`config.mk`:
```
export PLATFORM = sky130hd
export DESIGN_NAME = lsdh_stack
export DESIGN_NICKNAME = d
export VERILOG_FILES = /design/src/design/lsdh_pkg.sv /design/src/design/lsdh_stack.sv
export SDC_FILE = /design/constraint.sdc
export NUM_CORES = 2
export LEC_CHECK = 0
export BUFFER_PORTS_ARGS = -buffer_cell sky130_fd_sc_hd__buf_2
export CELL_PAD_IN_SITES_DETAIL_PLACEMENT = 1
export CELL_PAD_IN_SITES_GLOBAL_PLACEMENT = 2
export CORE_MARGIN = 5
export CORE_UTILIZATION = 43
export DETAILED_ROUTE_END_ITERATION = 8
export PLACE_DENSITY = 0.75
export REMOVE_ABC_BUFFERS = 1
export SETUP_SLACK_MARGIN = 0.5
export SLEW_MARGIN = 15
export SYNTH_ARGS = -nofsm -noshare
export SYNTH_HDL_FRONTEND = slang
export SYNTH_SLANG_ARGS = --single-unit
```
`constraint.sdc`:
```
create_clock -name clk -period 7.27 [get_ports clk]
set_input_delay 1.454 -clock clk [delete_from_list [all_inputs] [get_ports clk]]
set_output_delay 1.454 -clock clk [all_outputs]
set_load 0.01 [all_outputs]
```
`src/design/lsdh_pkg.sv`:
```
`timescale 1ns / 1ps
// ----------------------------------------------------------------------------
// lsdh_pkg
// Shared constants, controller states and control structs for the LRU stack
// distance histogram.
// ----------------------------------------------------------------------------
package lsdh_pkg;

  localparam int DEF_STACK_DEPTH = 64;
  localparam int DEF_ADDR_WIDTH  = 32;
  localparam int DEF_COUNT_WIDTH = 32;

  // fixed payload field widths
  localparam int ADDR_FIELD_W  = 32;
  localparam int DIST_FIELD_W  = 6;
  localparam int COUNT_FIELD_W = 32;

  typedef enum logic [1:0] {
    S_CLEAR,
    S_IDLE,
    S_SEARCH,
    S_UPDATE
  } lsdh_state_t;

  typedef struct packed {
    logic clear;      // write one zeroed histogram bin
    logic load_addr;  // capture the accepted address
    logic search;     // compare, shift the stack, read the bin
    logic update;     // write back the bin and load the result register
  } lsdh_cmd_t;

  typedef struct packed {
    logic clear_done;  // last bin is being cleared
    logic out_full;    // result register holds an untaken result
  } lsdh_status_t;

endpackage

```
`src/design/lsdh_stack.sv`:
```
`timescale 1ns / 1ps
// ----------------------------------------------------------------------------
// lsdh_stack
// LRU address stack: parallel compare of all entries, hit position encode
// and move-to-top shift. Entries below the fill count are valid.
// ----------------------------------------------------------------------------
module lsdh_stack
  import lsdh_pkg::*;
#(
  parameter int STACK_DEPTH = DEF_STACK_DEPTH,
  parameter int ADDR_WIDTH  = DEF_ADDR_WIDTH,
  localparam int POS_W      = $clog2(STACK_DEPTH),
  localparam int FILL_W     = $clog2(STACK_DEPTH + 1)
) (
  input  logic                    clk,
  input  logic                    rst_n,
  input  logic [ADDR_FIELD_W-1:0] addr_in,
  input  lsdh_cmd_t               cmd,
  output logic                    hit,
  output logic [POS_W-1:0]        pos
);

  logic [ADDR_WIDTH-1:0]  addr_r;
  logic [ADDR_WIDTH-1:0]  entry_r [STACK_DEPTH];
  logic [FILL_W-1:0]      fill_r;
  logic [STACK_DEPTH-1:0] match;

  always_ff @(posedge clk) begin
    if (cmd.load_addr) begin
      addr_r <= ADDR_WIDTH'(addr_in);
    end
  end

  // valid entries hold distinct addresses, so at most one match
  always_comb begin
    pos = '0;
    for (int i = 0; i < STACK_DEPTH; i++) begin
      match[i] = (FILL_W'(i) < fill_r) && (entry_r[i] == addr_r);
      if (match[i]) begin
        pos = pos | POS_W'(i);
      end
    end
    hit = |match;
  end

  always_ff @(posedge clk) begin
    if (cmd.search) begin
      entry_r[0] <= addr_r;
      for (int i = 1; i < STACK_DEPTH; i++) begin
        if (!hit || (POS_W'(i) <= pos)) begin
          entry_r[i] <= entry_r[i-1];
        end
      end
    end
  end

  always_ff @(posedge clk) begin
    if (!rst_n) begin
      fill_r <= '0;
    end else if (cmd.search && !hit && (fill_r != FILL_W'(STACK_DEPTH))) begin
      fill_r <= fill_r + 1'b1;
    end
  end

endmodule

```
==> impl_metrics.tcl <==
set metrics [dict create \
    synth_edf_count 2080 \
    setup_tns_ns 0 \
    grt_start_max_net_pins 66 \
    r2r-start "addr_r[14]$_DFFE_PP_" \
    gp_congestion 0.938 \
    numCtsBuffers 215 \
    first_global_vias 54300 \
    path_common_cell "or4_1" \
    grt_usage_pct 26.0 \
    cts.clk_slew.worst_paths_ns 0.06 \
    holdCritStartpoint "entry_r[1][934]$_DFFE_PP_" \
    finalHoldViolations 0 \
    maxCapViolations 0 \
    clock_path_buffers 3 \
    p_leak_uw 0.0349 \
    critPathMaxStageDelay_ns 1.12 \
    core-area_sq_um 212000 \
    start_util_pct 43.1 \
    synth_ff_type "edfxtp_1" \
    mostFrequentLayoutCell "edfxtp_1" \
    dieArea_sq_um 222000 \
    r2r_setup_slack_ns 1.32 \
    yosysSeqAreaShare_pct 68.5 \
    fin_area_sq_um 102000 \
    tightest_slew_ns 1.28 \
    rsz0062_at_grt "yes" \
    cp.required_ns 5.82 \
    vias 52100 \
    cp_max_fo 53 \
    portBuffers 42 \
    wirelength_um 294000 \
    drt-vias-per-instance 5.81 \
    post_drt_wl_per_cell_um 32.8 \
    placed_area_sq_um 94800 \
    layout.cells.non_filler 8962 \
    post-dp-hpwl_um 210000 \
    min_to "entry_r[1][966]$_DFFE_PP_" \
    rows 169 \
    crit_chain "buf_12 > xor2_1 > nor4_1 > nand4_1 > or4_1 > nand4b_1 > or4_4 > or4_1 > buf_4 > buf_2" \
    critical_path.slowest_cell "nor4_1" \
    syn-cell-area_sq_um 91400 \
    reg2reg_depth 11 \
    max_freq_mhz 148 \
    crit_type "reg -> out" \
    cts.sinks 2087 \
    yosys_warnings 0 \
    drtAntennaViolNets 0 \
    drt_iter0_drc 5439 \
    final.min_clock_period_ns 6.76 \
    relSlewSlack_pct 13.8 \
    dp_cells 8551 \
    drtPass1Iterations 5 \
    min_period_over_period_pct 92.9 \
    antenna_found_initial 17 \
    ys_seq_elements 2087 \
    mostFrequentLayoutCells "2080 x edfxtp_1, 1644 x xor2_1, 429 x nor4_1" \
    synthArstFlopShare_pct 0 \
    setup_viol 0 \
    syn_to_final_growth_pct 11.5 \
    overflow 0 \
    hp-class "reg -> reg" \
    cts_tree "built" \
    avgSynthCellArea_sq_um 15.9 \
    vdd_ir_drop_max_uv 271 \
    synth_cells 5730 \
    worstSetupStartpointType "flop" \
    arrival_ns 5.30 \
    drv_slew 0 \
    worstSetupEndpointType "output pin" \
    cts-root-buf "clkbuf_16" \
    worstSkewPairLatency_ns 0.88 \
    drive_gt1_share_pct 10.6 \
    cts_max_level 4 \
    grt_pass1_wl_um 413000 \
    r2r_end "entry_r[1][468]$_DFFE_PP_" \
    powerDensity_nw_per_um2 278 \
    die_w_um 471 \
    synth_cell_types 86 \
    die_h_um 471 \
    drc_errors 0 \
    fin_skew_ns 0.0550 \
    pin_count 45 \
    status "finished clean" \
    hold_depth 0 \
    final_net_count 5995 \
]
through the flow:
step	hold WS (ns)	setup slack, ns	util [%]	power, uW
final	0.447	0.513	48.1	28300
after global routing	0.463	0.469	48.1	29200
after CTS	0.448	0.507	48.1	28400
after detailed placement	0.455	1.34	44.8	17400
after global placement	0.451	1.34	44.7	17300
after floorplan	0.447	-1.45	-	16200
worst max-delay path, delay by kind of cell, from the launching register on:
family,cells,cell delay (ns)
and+or+nand+nor,6,2.71
buffers and inverters,3,0.90
DFF,1,0.37
xor gates and xnor gates,1,0.28
sequential cells by signal, indices dropped and copies added (netlist names):
register  flops
addr_r       32
entry_r    2048
fill_r        7
worst max path at each step:
| stage | from | to | depth (start not counted) |
|---|---|---|---|
| floorplan | addr_r[25]$_DFFE_PP_ | entry_r[1][160]$_DFFE_PP_ | 10 |
| global placement | fill_r[2]$_SDFFE_PN0P_ | entry_r[1][561]$_DFFE_PP_ | 12 |
| detailed placement | addr_r[6]$_DFFE_PP_ | hit | 12 |
| CTS | addr_r[4]$_DFFE_PP_ | hit | 11 |
| global route | addr_r[14]$_DFFE_PP_ | hit | 12 |
| finish | addr_r[19]$_DFFE_PP_ | pos[5] | 10 |
timing repair:
| item | CTS | global route |
|---|---|---|
| resized for setup | 0 | 2 |
| setup endpoints to repair | 3 | 3 |
| hold buffers | 0 | 0 |
| setup buffers | 8 | 0 |
area by class of cell:
cell class                 instances  area (sq um)
inverter                          19          71.3
tap                             2821          3530
timing repair buffer             263          2440
multi-input combinational       3369         26300
clock inverter                   132          1330
sequential                      2087         62600
clock buffer                     263          5600
antenna                            8          20.0
fill                           20300        110000
power breakdown:
part | internal, uW | leakage, uW | switching, uW
combinational | 861 | 0.0111 | 1720
sequential | 14000 | 0.0204 | 600
clock | 6280 | 0.00339 | 4770
layer usage:
metal	global-route usage, %	routed length (um)	vias up
li1	-	-	21700
met1	35.4	121000	27500
met2	42.1	138000	2330
met3	4.84	23500	557
met4	8.82	10800	8
met5	0	53	-
cell usage after synthesis, types with 37 or more instances:
library cell | n | area [sq um]
nor2_1 | 78 | 293
xnor2_1 | 409 | 3580
edfxtp_1 | 2080 | 62500
nand2_1 | 99 | 372
nand4_1 | 206 | 1290
or4_1 | 37 | 278
buf_4 | 49 | 368
nor4_1 | 437 | 2730
buf_6 | 130 | 1460
xor2_1 | 1644 | 14400
nand3_1 | 103 | 515
nor3_1 | 104 | 521
logic make-up (layout without fill, tap and decap cells):
group / count (synthesis) / count (layout) / synth area share, %
simple gates: 1208 / 1208 / 7.89
buf+inv: 274 / 677 / 3.08
compound gates: 106 / 106 / 0.819
fa+ha+maj: 2 / 2 / 0.0274
flops: 2087 / 2087 / 68.5
xor+xnor: 2053 / 2053 / 19.7
other cells: 0 / 8 / 0
Power figures use the tool's default switching activity.
