File: src/design/lsdh_pkg.sv
`timescale 1ns / 1ps
// ----------------------------------------------------------------------------
// lsdh_pkg
// Shared constants, controller states and control structs for the LRU stack
// distance histogram.
// ----------------------------------------------------------------------------
package lsdh_pkg;

  localparam int DEF_STACK_DEPTH = 64;
  localparam int DEF_ADDR_WIDTH  = 32;
  localparam int DEF_COUNT_WIDTH = 32;

  // fixed payload field widths
  localparam int ADDR_FIELD_W  = 32;
  localparam int DIST_FIELD_W  = 6;
  localparam int COUNT_FIELD_W = 32;

  typedef enum logic [1:0] {
    S_CLEAR,
    S_IDLE,
    S_SEARCH,
    S_UPDATE
  } lsdh_state_t;

  typedef struct packed {
    logic clear;      // write one zeroed histogram bin
    logic load_addr;  // capture the accepted address
    logic search;     // compare, shift the stack, read the bin
    logic update;     // write back the bin and load the result register
  } lsdh_cmd_t;

  typedef struct packed {
    logic clear_done;  // last bin is being cleared
    logic out_full;    // result register holds an untaken result
  } lsdh_status_t;

endpackage

File: src/design/lsdh_hist.sv
`timescale 1ns / 1ps
// ----------------------------------------------------------------------------
// lsdh_hist
// Histogram memory with saturating read-modify-write, clearing sweep and the
// result register.
// ----------------------------------------------------------------------------
module lsdh_hist
  import lsdh_pkg::*;
#(
  parameter int STACK_DEPTH = DEF_STACK_DEPTH,
  parameter int COUNT_WIDTH = DEF_COUNT_WIDTH,
  localparam int POS_W      = $clog2(STACK_DEPTH),
  localparam int BIN_W      = $clog2(STACK_DEPTH + 1)
) (
  input  logic                     clk,
  input  logic                     rst_n,
  input  lsdh_cmd_t                cmd,
  input  logic                     hit,
  input  logic [POS_W-1:0]         pos,
  input  logic                     out_ready,
  output lsdh_status_t             status,
  output logic                     out_valid,
  output logic [DIST_FIELD_W-1:0]  out_distance,
  output logic                     out_miss,
  output logic [COUNT_FIELD_W-1:0] out_bin_count
);

  localparam logic [COUNT_WIDTH-1:0] CountMax = '1;

  logic [COUNT_WIDTH-1:0] mem [STACK_DEPTH + 1];
  logic [COUNT_WIDTH-1:0] rd_data_r;
  logic [COUNT_WIDTH-1:0] inc;
  logic [BIN_W-1:0]       clr_idx_r;
  logic [BIN_W-1:0]       bin;
  logic [BIN_W-1:0]       bin_r;
  logic [POS_W-1:0]       pos_r;
  logic                   hit_r;
  logic                   out_valid_r;
  logic [DIST_FIELD_W-1:0]  distance_r;
  logic                     miss_r;
  logic [COUNT_FIELD_W-1:0] count_r;

  assign bin = hit ? BIN_W'(pos) : BIN_W'(STACK_DEPTH);
  assign inc = (rd_data_r == CountMax) ? CountMax : rd_data_r + 1'b1;

  always_ff @(posedge clk) begin
    if (!rst_n) begin
      clr_idx_r <= '0;
    end else if (cmd.clear && (clr_idx_r != BIN_W'(STACK_DEPTH))) begin
      clr_idx_r <= clr_idx_r + 1'b1;
    end
  end

  assign status.clear_done = (clr_idx_r == BIN_W'(STACK_DEPTH));
  assign status.out_full   = out_valid_r;

  always_ff @(posedge clk) begin
    if (cmd.clear) begin
      mem[clr_idx_r] <= '0;
    end else if (cmd.update) begin
      mem[bin_r] <= inc;
    end
    if (cmd.search) begin
      rd_data_r <= mem[bin];
    end
  end

  always_ff @(posedge clk) begin
    if (cmd.search) begin
      bin_r <= bin;
      pos_r <= pos;
      hit_r <= hit;
    end
  end

  always_ff @(posedge clk) begin
    if (cmd.update) begin
      distance_r <= hit_r ? DIST_FIELD_W'(pos_r) : '0;
      miss_r     <= !hit_r;
      count_r    <= COUNT_FIELD_W'(inc);
    end
  end

  always_ff @(posedge clk) begin
    if (!rst_n) begin
      out_valid_r <= 1'b0;
    end else if (cmd.update) begin
      out_valid_r <= 1'b1;
    end else if (out_ready) begin
      out_valid_r <= 1'b0;
    end
  end

  assign out_valid     = out_valid_r;
  assign out_distance  = distance_r;
  assign out_miss      = miss_r;
  assign out_bin_count = count_r;

endmodule

File: config.mk
export PLATFORM = sky130hd
export DESIGN_NAME = lsdh_hist
export DESIGN_NICKNAME = d
export VERILOG_FILES = /design/src/design/lsdh_pkg.sv /design/src/design/lsdh_hist.sv
export SDC_FILE = /design/constraint.sdc
export NUM_CORES = 2
export LEC_CHECK = 0
export BUFFER_PORTS_ARGS = -buffer_cell sky130_fd_sc_hd__buf_4
export CORE_ASPECT_RATIO = 2
export CORE_MARGIN = 4
export CORE_UTILIZATION = 45
export DETAILED_ROUTE_END_ITERATION = 8
export PLACE_DENSITY = 0.7
export SLEW_MARGIN = 20
export SYNTH_ARGS = -nofsm -noshare
export SYNTH_HDL_FRONTEND = slang
export SYNTH_SLANG_ARGS = --single-unit
File: constraint.sdc
create_clock -name clk -period 4.7 [get_ports clk]
set_input_delay 0.47 -clock clk [delete_from_list [all_inputs] [get_ports clk]]
set_output_delay 0.47 -clock clk [all_outputs]
set_load 0.05 [all_outputs]
==> qor.yml <==
synth:
  synth-async-reset-ratio_pct: 0
  synth_top_area_share_pct: 75.7
  synth_edf_count: 2165
  synthFlopType: "edfxtp_1"
  seq_area_frac_synth_pct: 75.9
  ys_warn_count: 0
  synth_top_cell_by_area: "edfxtp_1"
  syn_nets: 5119
  avgSynthCellArea_um2: 16.8
  netlist_area_um2: 85900
  synth_cell_types: 84
  synth_seq_cells: 2173
  syn_inst: 5102
  synth_area_leaders: "edfxtp_1, mux2i_1, o221ai_1"
clocking:
  clock_latency_ps: 840
  cts_root_buf: "clkbuf_16"
  cts_tree: "yes"
  cts_made_buffers: 171
  clkSinkCount: 2173
  cts_buffer_depth: 4
  path_clk_slew_ps: 70
  cts_max_level: 4
global_route:
  grt_usage_pct: 25.6
  grt_pass1_vias: 51500
  grt_overflow: 0
  grt_max_degree: 126
  grt_pass1_wl_um: 365000
  antenna_found_initial: 9
floorplanning:
  fp.dieW_um: 317
  dieArea_um2: 198000
  io_pins: 56
  start_util_pct: 45.3
  die_h_um: 626
  core_area_um2: 190000
  placement_rows: 226
sta:
  setup_viol: 0
  drv_slew: 0
  tightest_slew_ps: 1080
  worst_clock_skew_ps: 64.7
  finalCritPeriodShare_pct: 80.3
  final_hold_viol_count: 0
  finalSetupTns_ps: 0
  period_minus_slack_ps: 3770
  slew-limit-headroom_pct: 27.0
  rsz0062_at_grt: "no"
  setup_ws_ps: 927
  max_freq_mhz: 265
layout:
  final_util_pct: 50.9
  n_fill_cell: 15000
  area.growth.synth_to_final_pct: 12.3
  drive_above_1_share_pct: 16.5
  regArea_um2: 65200
  nNetsFinal: 5283
  fin_area_um2: 96500
  multiInputGateArea_um2: 19500
  finalNonFillerCells: 7906
pwr:
  p_leak_nw: 31.2
  ir_worst_vdd_uv: 262
  power.density_nw_per_um2: 400
status:
  status: "finished, final reports clean"
critical_path:
  cp.arrival_ps: 4380
  timing_worst_setup_path_type: "reg -> reg"
  cp.required_ps: 5300
  crit_fanout: 53
  end_kind: "register"
  critPathLaunchType: "register"
drt:
  vias_per_cell: 6.55
  drtIter0Drc: 6398
  wl_per_cell_um: 32.7
  wirelength_um: 259000
  vias: 51800
  dr.pass1.iters: 8
  ant_nets: 0
  drcViolationCount: 0
place:
  pre_cts_ws_ps: 1010
  io_buffers: 54
  routabilityCongestion: 0.942
  dp_cells: 7599
  dp_hpwl_um: 159000
  place_area_um2: 91100
run:
  drv_cap: 0
worst_hold_path:
  hold_class: "in -> reg"
[state kept, by name, summed over array words and instances (netlist names)]
signal         flops
pos_r              6
bin_r              7
mem             2080
hit_r              1
out_miss           1
out_bin_count     32
clr_idx_r          7
out_distance       6
rd_data_r         32
out_valid          1
[Yosys cell counts, types with 12 or more instances]
library cell,number
edfxtp_1,2165
mux2i_1,316
nor2_1,248
o21ai_0,241
o22ai_1,207
a21oi_1,197
o221ai_1,191
buf_2,141
nand2_1,133
a211oi_1,125
clkbuf_1,109
mux2_2,79
a221oi_1,75
nor2b_1,75
mux4_2,63
buf_4,55
o211ai_1,53
nand3_1,48
o22a_1,43
inv_1,39
a211o_1,31
buf_6,30
buf_1,28
o211a_1,28
o21a_1,26
and2_1,23
a31oi_1,20
a221o_1,16
nor3_1,15
xnor2_1,15
nand2b_1,14
nand4_1,14
o2111ai_1,14
o32ai_1,14
xor2_1,14
a22oi_1,13
o31ai_1,13
o311ai_0,12
[worst paths after layout]
| check | startpoint | to | slack (ps) | cells after the start |
|---|---|---|---|---|
| min reg2reg | pos_r[3] | out_distance[3] | 540 | 1 |
| min | pos[5] | pos_r[5] | 120 | 1 |
| max reg2reg | rd_data_r[1] | mem[55][7] | 930 | 8 |
| max | rd_data_r[1] | mem[55][7] | 930 | 8 |
[per-layer routing]
layer	track usage (%)	up-vias	wire, um
li1	-	21100	-
met1	28.2	26300	80800
met2	44.1	3352	130000
met3	4.17	1039	23900
met4	19.5	2	24300
met5	0	-	13
[cells in the final DEF, fill, tap and decap left out, drive strengths merged, types with 16 or more instances in the layout]
| master | count |
|---|---|
| a31oi | 20 |
| clkinv | 67 |
| o22ai | 207 |
| o21a | 26 |
| a211o | 31 |
| o22a | 43 |
| buf | 352 |
| nor2 | 248 |
| nand2 | 135 |
| mux2 | 79 |
| o21ai | 245 |
| o211ai | 54 |
| and2 | 23 |
| inv | 47 |
| a211oi | 126 |
| nor2b | 75 |
| bufinv | 17 |
| mux2i | 316 |
| a221o | 16 |
| nand3 | 49 |
| a21oi | 197 |
| mux4 | 63 |
| a221oi | 78 |
| clkbuf | 202 |
| o211a | 28 |
| o221ai | 191 |
| edfxtp | 2165 |
[final cells by class]
type                    instances  area share [%]
repair buffers                355            3.28
clock buffers                 201            4.63
inverters                      44           0.187
well taps                    2508            3.25
clock inverters                98           0.972
multi-input cells            2521            20.2
diodes                          6          0.0156
flip-flops and latches       2173            67.5
[critical path, cell delays in order, from the launching register on]
cell      delay, ps
edfxtp_1        750
ha_1            370
nand2_1         100
nor2_1          330
and3_1          310
nand4_1         160
buf_12          270
a21oi_4         760
buf_4           420
[kinds of logic after synthesis]
logic type	share of synthesized area [%]
compound gates	11.4
fa+ha+maj	0.0437
simple gates	3.51
xor+xnor	0.296
mux	6.37
flops	75.9
buf+inv	2.50
[what timing repair did]
action / in CTS / in global routing
endpoints found under the hold margin: 8 / 0
hold buffers: 2 / 0
resized for setup: 0 / 0
setup endpoints to repair: 0 / 0
buffers inserted: 0 / 0
[power breakdown]
group	switching, mW	internal, mW
clock network	6.68	7.75
logic	1.82	0.732
registers	0.113	21.5
total	8.61	30.0
[per-stage QoR]
step | total power, mW | hold slack (ps)
after floorplan | 23.4 | 499
final | 38.6 | 120
after detailed placement | 24.5 | 529
after CTS | 38.6 | 72.4
after global routing | 39.5 | 90.9
after global placement | 24.4 | 510
(Power assumes the default switching activity.)
