## src/design/lsdh_pkg.sv

```systemverilog
`timescale 1ns / 1ps
// ----------------------------------------------------------------------------
// lsdh_pkg
// Shared constants, controller states and control structs for the LRU stack
// distance histogram.
// ----------------------------------------------------------------------------
package lsdh_pkg;

  localparam int DEF_STACK_DEPTH = 64;
  localparam int DEF_ADDR_WIDTH  = 32;
  localparam int DEF_COUNT_WIDTH = 32;

  // fixed payload field widths
  localparam int ADDR_FIELD_W  = 32;
  localparam int DIST_FIELD_W  = 6;
  localparam int COUNT_FIELD_W = 32;

  typedef enum logic [1:0] {
    S_CLEAR,
    S_IDLE,
    S_SEARCH,
    S_UPDATE
  } lsdh_state_t;

  typedef struct packed {
    logic clear;      // write one zeroed histogram bin
    logic load_addr;  // capture the accepted address
    logic search;     // compare, shift the stack, read the bin
    logic update;     // write back the bin and load the result register
  } lsdh_cmd_t;

  typedef struct packed {
    logic clear_done;  // last bin is being cleared
    logic out_full;    // result register holds an untaken result
  } lsdh_status_t;

endpackage

```

## src/design/lsdh_ctrl.sv

```systemverilog
`timescale 1ns / 1ps
// ----------------------------------------------------------------------------
// lsdh_ctrl
// Sequencer: clearing pass after reset, then accept / search / update per
// access, overlapping the next accept with the update.
// ----------------------------------------------------------------------------
module lsdh_ctrl
  import lsdh_pkg::*;
(
  input  logic         clk,
  input  logic         rst_n,
  input  logic         in_valid,
  input  logic         out_ready,
  input  lsdh_status_t status,
  output logic         in_ready,
  output lsdh_cmd_t    cmd
);

  lsdh_state_t state_r, state_nxt;
  logic        slot_free;

  always_ff @(posedge clk) begin
    if (!rst_n) begin
      state_r <= S_CLEAR;
    end else begin
      state_r <= state_nxt;
    end
  end

  assign slot_free = !status.out_full || out_ready;

  always_comb begin
    state_nxt = state_r;
    in_ready  = 1'b0;
    cmd       = '0;
    unique case (state_r)
      S_CLEAR: begin
        cmd.clear = 1'b1;
        if (status.clear_done) begin
          state_nxt = S_IDLE;
        end
      end
      S_IDLE: begin
        in_ready = 1'b1;
        if (in_valid) begin
          cmd.load_addr = 1'b1;
          state_nxt     = S_SEARCH;
        end
      end
      S_SEARCH: begin
        cmd.search = 1'b1;
        state_nxt  = S_UPDATE;
      end
      S_UPDATE: begin
        // hold until the result register can take the new result
        if (slot_free) begin
          cmd.update = 1'b1;
          in_ready   = 1'b1;
          if (in_valid) begin
            cmd.load_addr = 1'b1;
            state_nxt     = S_SEARCH;
          end else begin
            state_nxt = S_IDLE;
          end
        end
      end
      default: begin
        state_nxt = S_CLEAR;
      end
    endcase
  end

endmodule

```

## config.mk

```make
export PLATFORM = sky130hd
export DESIGN_NAME = lsdh_ctrl
export DESIGN_NICKNAME = d
export VERILOG_FILES = /design/src/design/lsdh_pkg.sv /design/src/design/lsdh_ctrl.sv
export SDC_FILE = /design/constraint.sdc
export NUM_CORES = 1
export LEC_CHECK = 0
export BUFFER_PORTS_ARGS = -buffer_cell sky130_fd_sc_hd__clkbuf_2
export CORE_AREA = 5 5 42 44
export CTS_CLUSTER_SIZE = 8
export DETAILED_ROUTE_END_ITERATION = 8
export DIE_AREA = 0 0 47 49
export SLEW_MARGIN = 30
export SYNTH_ARGS = -nofsm -noshare
export SYNTH_HDL_FRONTEND = slang
export SYNTH_SLANG_ARGS = --single-unit
```

## constraint.sdc

```tcl
create_clock -name clk -period 0.8 [get_ports clk]
set_input_delay 0.16 -clock clk [delete_from_list [all_inputs] [get_ports clk]]
set_output_delay 0.16 -clock clk [all_outputs]
set_load 0.05 [all_outputs]
```

==> results.json, run 1 <==
{
  "status": "finished with violations",
  "violations": "negative setup slack",
  "syn_inst": 16,
  "netlist.area_leader.share_pct": 34.8,
  "die_y_um": 49,
  "grt_max_degree": 6,
  "start_util_pct": 8.21,
  "use_met2_pct": 8.82,
  "layout.nets": 42,
  "cp_slowest_cell": "dfxtp_4",
  "worstReg2RegStart": "state_r[0]",
  "slowest_delay_ps": 380,
  "p_per_area_mw_per_mm2": 1730,
  "max_flop_register": "state_r",
  "top_regs": "state_r x2",
  "synth_area_um2": 115,
  "path_cells": "inv_4, nor3_4, buf_12",
  "crit_path_start_kind": "flip-flop",
  "arrival_ps": 1020,
  "finalClockSkew_ps": 1.33,
  "die_area_mm2": 0.00230,
  "clk_latency_ps": 230,
  "layout-drive-gt1-share_pct": 91.2,
  "hold_viol_final": 0,
  "min_period_ps": 1180,
  "place_area_um2": 304,
  "syn_avg_cell_area_um2": 7.19,
  "fillers": 156,
  "cts_htree_levels": 1,
  "globalplace.congestion": 0.710,
  "worstHoldStart": "rst_n",
  "end_kind": "output port",
  "drt.antenna.violating_nets": 0,
  "crit_required_ps": 640,
  "reg2regPathDepth": 6,
  "root_buffer": "clkbuf_4",
  "largest_reg_flops": 2,
  "synthTopCellsByCount": "a21oi_1, dfxtp_1, inv_1, nor2_1, o21ai_0",
  "dp_cells": 44,
  "finalCritPeriodShare_pct": 147,
  "tns_ps": -1870,
  "cts_buffer_depth": 2,
  "clock-sinks": 2,
  "maxCapViolCount": 0,
  "cts-buffers-inserted": 3,
  "synth_top_area_cell": "dfxtp_1",
  "grt_usage_pct": 5.20,
  "diodes": 0,
  "worstMarginPinSlew_ps": 262,
  "path_delay_family": "flip-flops",
  "area_growth_pct": 224,
  "ys.flop_type": "dfxtp_1",
  "slew_headroom_pct": 82.5,
  "drt_iter0_drc": 0,
  "vias": 184,
  "cts_tree": "built",
  "startpoint": "state_r[0]",
  "p_leak_nw": 0.157,
  "finalWirelength_um": 489,
  "async_flop_share_pct": 0,
  "cts_hold_buf": 0,
  "grt_pass1_wl_um": 765,
  "path_depth": 3,
  "routed_via_density": 3.68,
  "yosysUniqueCellTypes": 10,
  "setup-violations-final": 6,
  "grt_antenna_before_repair": 0,
  "ys_seq_area_share_pct": 34.8,
  "final_area_um2": 373,
  "hold_depth": 3,
  "rsz0062_at_grt": "yes",
  "crit_fanout": 5,
  "synthTopCellsByArea": "dfxtp_1, a21oi_1, nor2b_4",
  "drc_errors": 0,
  "fmax_mhz": 849,
  "layoutNonFillerInstCount": 50,
  "worst_slack_ps": -378,
  "io_pins": 11,
  "path_class": "flip-flop to output port",
  "firstDrtPassIters": 1,
  "coreArea_mm2": 0.00140,
  "post-place-ws_ps": -178,
  "ys_ff_latch": 2,
  "synth-edff-count": 0,
  "hp-class": "input port to flip-flop",
  "yosysMostFrequentCell": "a21oi_1",
  "use_met1_pct": 3.72,
  "grt_overflow": 0,
  "portBuffers": 10,
  "die_w_um": 47,
  "path_clk_slew_ps": 30,
  "met3_usage_pct": 0,
  "wl_per_cell_um": 9.78,
  "top_usage_layer": "met2",
  "final_max_slew_viol_count": 0,
  "synth_fp_nets": 22,
  "grt_pass1_vias": 204,
  "peakVddDrop_v": 0.000336,
  "rows": 14,
  "path_buf_inv": 2,
  "yosys_warnings": 0
}
==> worst register-to-register path: stages, from the launching register on <==
cell      delay, ps
dfxtp_4         380
inv_4            60
buf_4           130
buf_6           100
buf_4           120
o21ai_2         100
a21boi_1         70
==> cell usage in the layout (no fill, tap or decap) <==
cell type / count
clkbuf_2: 5
buf_12: 4
buf_4: 4
clkbuf_4: 3
inv_4: 2
nor2_2: 2
o21ai_2: 2
dfxtp_4: 2
nor2b_4: 1
nand2_2: 1
a21oi_4: 1
nor3_4: 1
a21oi_2: 1
o21ai_0: 1
a21oi_1: 1
a21boi_1: 1
buf_8: 1
buf_6: 1
==> path summary, 6_finish.rpt <==
check	to	slack (ps)
worst min-delay path	state_r[0]	160
worst max-delay path	cmd[0]	-380
worst min register to register	state_r[1]	600
worst max register to register	state_r[1]	-260
==> report_power, final <==
group	internal [W]	switching [W]
registers	0.000110	0.0000190
clock network	0.000166	0.0000660
logic	0.000138	0.000147
==> layer usage <==
metal  vias to the layer above  part of all wire [%]
met2                         6                    65
met1                        84                    27
met5                         -                     0
li1                         92                     -
met3                         2                   5.1
met4                         0                   2.9
==> layout make-up <==
type	instances	area, µm²	share of cell area (%)
clock buffer	3	22.5	6.04
inverter	2	12.5	3.36
multi-input combinational	12	109	29.2
sequential	2	47.5	12.8
tap	16	20.0	5.37
timing repair buffer	15	161	43.3
==> through the flow <==
| step | utilization [%] | total power [W] | hold WS (ps) |
|---|---|---|---|
| floorplan | - | 0.000260 | 288 |
| global placement | 21.7 | 0.000367 | 403 |
| detailed placement | 21.7 | 0.000370 | 413 |
| CTS | 25.2 | 0.000638 | 173 |
| global route | 26.6 | 0.000680 | 186 |
| finish | 26.6 | 0.000646 | 163 |
==> cells by family (layout without fill, tap and decap cells) <==
family                 Yosys count  after routing  synth area share (%)
AO/OA/AOI/OAI                    7              7                  32.6
AND/OR/NAND/NOR                  5              5                  26.1
flip-flops                       2              2                  34.8
buffers and inverters            2             20                  6.52
==> repair_timing <==
item | 4_1_cts | 5_1_grt
buffers inserted | 2 | 1
setup endpoints to repair | 7 | 7
cloned | 0 | 0
hold endpoints to repair | 0 | 0
pin swaps | 1 | 2
gates resized for setup | 4 | 4
No activity file was read; power rests on OpenSTA's default activity.
==> run 2: changes to the inputs <==
- ABC_AREA: not set -> 1
==> run 2 against run 1 <==
The run still ends with negative setup slack left. Synthesized cell count rose by 56%. Worst hold slack got worse by 11 ps. Global-route usage rose by 1.1 points. Critical path type unchanged. Sequential power rose by 13%. Fmax fell by 1.3%. Largest power group unchanged.
==> results.json, run 2 <==
{
  "slew_headroom_pct": 76.6,
  "drt.antenna.violating_nets": 0,
  "p_leak_nw": 0.197,
  "crit_fanout": 6,
  "end_kind": "output port",
  "layout-drive-gt1-share_pct": 72.3,
  "async_flop_share_pct": 0,
  "setup-violations-final": 7,
  "diodes": 0,
  "use_met1_pct": 6.55,
  "yosysMostFrequentCell": "inv_1",
  "top_usage_layer": "met2",
  "globalplace.congestion": 0.600,
  "hp-class": "input port to flip-flop",
  "arrival_ps": 1030,
  "layout.nets": 54,
  "use_met2_pct": 7.47,
  "synth_area_um2": 144,
  "finalWirelength_um": 502,
  "max_flop_register": "state_r",
  "crit_path_start_kind": "flip-flop",
  "firstDrtPassIters": 2,
  "netlist.area_leader.share_pct": 27.8,
  "peakVddDrop_v": 0.000492,
  "grt_antenna_before_repair": 0,
  "top_regs": "state_r x2",
  "min_period_ps": 1190,
  "synth-edff-count": 0,
  "clk_latency_ps": 230,
  "portBuffers": 10,
  "final_area_um2": 437,
  "worst_slack_ps": -393,
  "path_class": "flip-flop to output port",
  "routed_via_density": 3.70,
  "die_area_mm2": 0.00230,
  "grt_pass1_vias": 220,
  "drt_iter0_drc": 3,
  "synthTopCellsByCount": "inv_1, nand2_1, nor2_1",
  "drc_errors": 0,
  "grt_pass1_wl_um": 952,
  "die_w_um": 47,
  "path_clk_slew_ps": 30,
  "cts-buffers-inserted": 3,
  "ys_ff_latch": 2,
  "syn_inst": 25,
  "maxCapViolCount": 0,
  "grt_overflow": 0,
  "violations": "negative setup slack",
  "cts_tree": "built",
  "cts_buffer_depth": 2,
  "yosys_warnings": 0,
  "finalClockSkew_ps": 4.50,
  "rows": 14,
  "coreArea_mm2": 0.00140,
  "ys_seq_area_share_pct": 27.8,
  "wl_per_cell_um": 7.97,
  "root_buffer": "clkbuf_4",
  "worstMarginPinSlew_ps": 350,
  "rsz0062_at_grt": "yes",
  "status": "finished with violations",
  "clock-sinks": 2,
  "yosysUniqueCellTypes": 10,
  "finalCritPeriodShare_pct": 149,
  "place_area_um2": 323,
  "synth_fp_nets": 31,
  "ys.flop_type": "dfxtp_1",
  "met3_usage_pct": 4.06,
  "final_max_slew_viol_count": 0,
  "crit_required_ps": 640,
  "layout_common_cells": "buf_4, clkbuf_2, nand2_1",
  "fmax_mhz": 838,
  "area_growth_pct": 203,
  "vias": 233,
  "p_per_area_mw_per_mm2": 1700,
  "start_util_pct": 10.3,
  "final_common_cell": "buf_4",
  "dp_hpwl_um": 399,
  "cts_htree_levels": 1,
  "largest_reg_flops": 2,
  "synthTopCellsByArea": "dfxtp_1, inv_1, nand2_1",
  "grt_max_degree": 7,
  "holdWs_ps": 153,
  "syn_avg_cell_area_um2": 5.76,
  "grt_usage_pct": 6.25,
  "cts_hold_buf": 0,
  "synth_top_area_cell": "dfxtp_1",
  "hold_viol_final": 0,
  "io_pins": 11,
  "die_y_um": 49
}
-- run 2: cell count changes in the layout (fill, tap and decap cells not counted), moves of 3 or more --
cell / delta
buf_4: +3
nor2_1: +3
buf_12: -3
nand2_1: +4
inv_1: +3
-- run 2: final cells by class --
| class | count | area, µm² |
|---|---|---|
| Clock buffer | 4 | 26.3 |
| Fill cell | 153 | 965 |
| Inverter | 6 | 32.5 |
| Multi-Input combinational cell | 17 | 133 |
| Sequential cell | 2 | 47.5 |
| Tap cell | 16 | 20.0 |
| Timing Repair Buffer | 18 | 178 |
-- run 2: timing repair --
action,CTS,global route
endpoints found under the hold margin,0,0
pin swaps,1,0
setup endpoints to repair,7,7
resized for setup,14,3
buffers inserted,1,1
-- run 2: cells by family (layout without fill, tap and decap cells) --
group,Yosys count,in the layout,share of synthesized area [%]
compound gates,2,2,8.69
buf+inv,6,28,15.7
flops,2,2,27.8
simple gates,15,15,47.8
-- run 2: through the flow --
step / worst slack [ps] / power [W] / TNS, ps / utilization (%) / instances
CTS: -412 / 0.000745 / -2170 / 29.9 / 62
finish: -393 / 0.000744 / -2170 / 31.2 / 63
floorplan: -174 / 0.000315 / -886 / - / 25
global route: -461 / 0.000818 / -2660 / 31.2 / 63
global placement: -269 / 0.000428 / -1340 / 23.0 / 57
detailed placement: -281 / 0.000430 / -1400 / 23.0 / 57
-- run 2: worst paths after layout --
path | startpoint | end | slack, ps | depth (start not counted)
worst max-delay path | state_r[1] | cmd[2] | -390 | 4
worst min-delay path | rst_n | state_r[1] | 150 | 3
worst max register to register | state_r[1] | state_r[1] | -290 | 7
worst min register to register | state_r[0] | state_r[0] | 580 | 2
-- run 2: layer usage --
layer,vias up,routed length (µm)
met2,5,287
met5,-,0
met4,0,0
li1,119,-
met1,109,171
met3,0,42
-- run 2: power by group --
part | switching [W] | internal (W)
clock | 0.0000643 | 0.000186
sequential | 0.0000311 | 0.000115
combinational | 0.000182 | 0.000166
total | 0.000277 | 0.000466
-- run 2: worst max-delay path, stage by stage (launching register included) --
cell and delay [ps]:
dfxtp_4 390, nand3_4 90, nand3_4 70, clkinvlp_4 80, clkbuf_16 170
==> run 3: changes to the inputs <==
- PLACE_DENSITY_LB_ADDON: not set -> 0.08
- SKIP_LAST_GASP: not set -> 1
==> run 3 against run 2 <==
The flow still finishes with violations (negative setup slack). Combinational power up 20%. Sequential share of layout area down 0.78 points. Sequential power down 6%. Register-to-register slack better by 100 ps. Global-route usage down 0.43 points. Core utilization up 2.4 points. Critical path depth unchanged. Final cell count up 4.8%. Power up 8.9%. Clock power up 2%. Clock-buffer cell count unchanged. Clock skew up 1.8 ps. Largest power group unchanged.
==> results.json, run 3 (synthesis gave the netlist of run 2 again) <==
{
  "status": "finished with violations",
  "violations": "negative setup slack",
  "finalCritPeriodShare_pct": 148,
  "wl_met2_um": 308,
  "start_util_pct": 10.3,
  "grt_overflow": 0,
  "layout-drive-gt1-share_pct": 76.0,
  "wl_per_cell_um": 8.50,
  "switchingPower_w": 0.000295,
  "finalClockSkew_ps": 6.34,
  "dr_wl_met3_um": 50,
  "maxCapViolCount": 0,
  "max_flop_register": "state_r",
  "place_area_um2": 345,
  "top_layer_used": "met3",
  "final_area_um2": 470,
  "hold_viol_final": 0,
  "cp_slowest_cell": "dfxtp_4",
  "drc_errors": 0,
  "power.clock.fraction_pct": 31.3,
  "area_growth_pct": 227,
  "crit_required_ps": 640,
  "hp-class": "input port to flip-flop",
  "path_class": "flip-flop to output port",
  "seqPwrFrac_pct": 16.9,
  "dp_hpwl_um": 444,
  "p_sw_share_pct": 36.4,
  "worstMarginPinSlew_ps": 365,
  "setup-violations-final": 7,
  "cts-buffers-inserted": 3,
  "firstDrtPassIters": 2,
  "end_kind": "output port",
  "layout_common_cells": "buf_4, clkbuf_2",
  "clock-sinks": 2,
  "cts_hold_buf": 0,
  "wl_met1_um": 202,
  "arrival_ps": 1030,
  "drt_iter0_drc": 2,
  "slowest_delay_ps": 380,
  "finalWirelength_um": 561,
  "p_leak_nw": 0.231,
  "die_area_mm2": 0.00230,
  "cts_htree_levels": 1,
  "grt_pass1_wl_um": 972,
  "worstReg2RegStart": "state_r[0]",
  "crit_path_start_kind": "flip-flop",
  "globalplace.congestion": 0.678,
  "cts_tree": "built",
  "grt_pass1_vias": 250,
  "peakVddDrop_v": 0.000672,
  "die_y_um": 49,
  "root_buffer": "clkbuf_4",
  "internal_power_w": 0.000515,
  "final_common_cell": "buf_4",
  "path_clk_slew_ps": 40,
  "top_regs": "state_r x2",
  "coreArea_mm2": 0.00140,
  "fmax_mhz": 842,
  "timing.rr.end": "state_r[1]",
  "rsz0062_at_grt": "yes",
  "rows": 14,
  "grt_usage_pct": 5.83,
  "drt.antenna.violating_nets": 0,
  "hold_depth": 3,
  "path_cells": "inv_4, buf_6, a21oi_4, buf_12",
  "grt_antenna_before_repair": 0,
  "cts_buffer_depth": 2,
  "r2r_setup_slack_ps": -190,
  "vias": 239,
  "crit_fanout": 6,
  "crit_end": "in_ready",
  "diodes": 0,
  "startpoint": "state_r[0]",
  "slew_headroom_pct": 75.6,
  "routed_via_density": 3.62,
  "final_max_slew_viol_count": 0,
  "die_w_um": 47,
  "portBuffers": 10,
  "min_period_ps": 1190,
  "post-place-ws_ps": -266,
  "largest_reg_flops": 2,
  "io_pins": 11,
  "clk_latency_ps": 230,
  "worst_slack_ps": -388,
  "layout.nets": 57,
  "reg2regPathDepth": 7,
  "combPwrFrac_pct": 51.8,
  "p_per_area_mw_per_mm2": 1720,
  "grt_max_degree": 7
}
==> run 3: cell count changes in the layout (fill, tap and decap cells not counted), moves of 2 or more <==
cell / previous run / this run
nand2_4: 0 / 2
nand3_4: 2 / 0
buf_6: 1 / 3
nand3_2: 0 / 2
==> run 3: worst min-delay path by stage <==
stage | slack (ps) | endpoint | startpoint
2_1_floorplan | 280 | state_r[1] | rst_n
4_1_cts | 140 | state_r[1] | rst_n
5_1_grt | 150 | state_r[1] | rst_n
3_3_place_gp | 380 | state_r[1] | rst_n
3_5_place_dp | 380 | state_r[1] | rst_n
6_report | 140 | state_r[1] | rst_n
==> run 3: area by class of cell <==
class | instances | area (µm²)
Clock buffer | 4 | 26.3
Inverter | 6 | 32.5
Timing Repair Buffer | 21 | 214
Fill cell | 162 | 931
Tap cell | 16 | 20.0
Multi-Input combinational cell | 17 | 130
Sequential cell | 2 | 47.5
==> run 3: power by group through the flow <==
| stage | Sequential (W) | Clock [W] | Combinational [W] |
|---|---|---|---|
| after detailed placement | 0.000136 | 0 | 0.000333 |
| final | 0.000137 | 0.000254 | 0.000419 |
| after global placement | 0.000136 | 0 | 0.000330 |
| after floorplan | 0.000141 | 0 | 0.000174 |
| after CTS | 0.000139 | 0.000273 | 0.000407 |
| after global routing | 0.000139 | 0.000278 | 0.000444 |
==> run 3: repair_timing <==
item | in CTS | in global routing
pin swaps | 3 | 0
setup endpoints to repair | 7 | 7
resized for setup | 15 | 3
setup buffers | 3 | 1
==> run 3: stage by stage <==
stage / utilization [%] / TNS, ps / hold slack, ps / cells / total power (W)
floorplan: - / -886 / 276 / 25 / 0.000315
global placement: 24.6 / -1260 / 383 / 58 / 0.000466
detailed placement: 24.6 / -1270 / 384 / 58 / 0.000468
CTS: 32.7 / -2370 / 135 / 65 / 0.000819
global route: 33.6 / -2540 / 146 / 66 / 0.000861
finish: 33.6 / -2170 / 142 / 66 / 0.000810
==> run 3: critical path, delay by kind of cell, from the launching register on <==
kind            cells  cell delay, ps
flops               1             380
compound gates      1             130
buf+inv             3             300
==> run 3: routing by layer <==
layer  track usage (%)  vias to the layer above
li1                  -                      126
met1              6.10                      106
met2              8.82                        7
met3              1.48                        0
met4              5.53                        0
met5                 0                        -
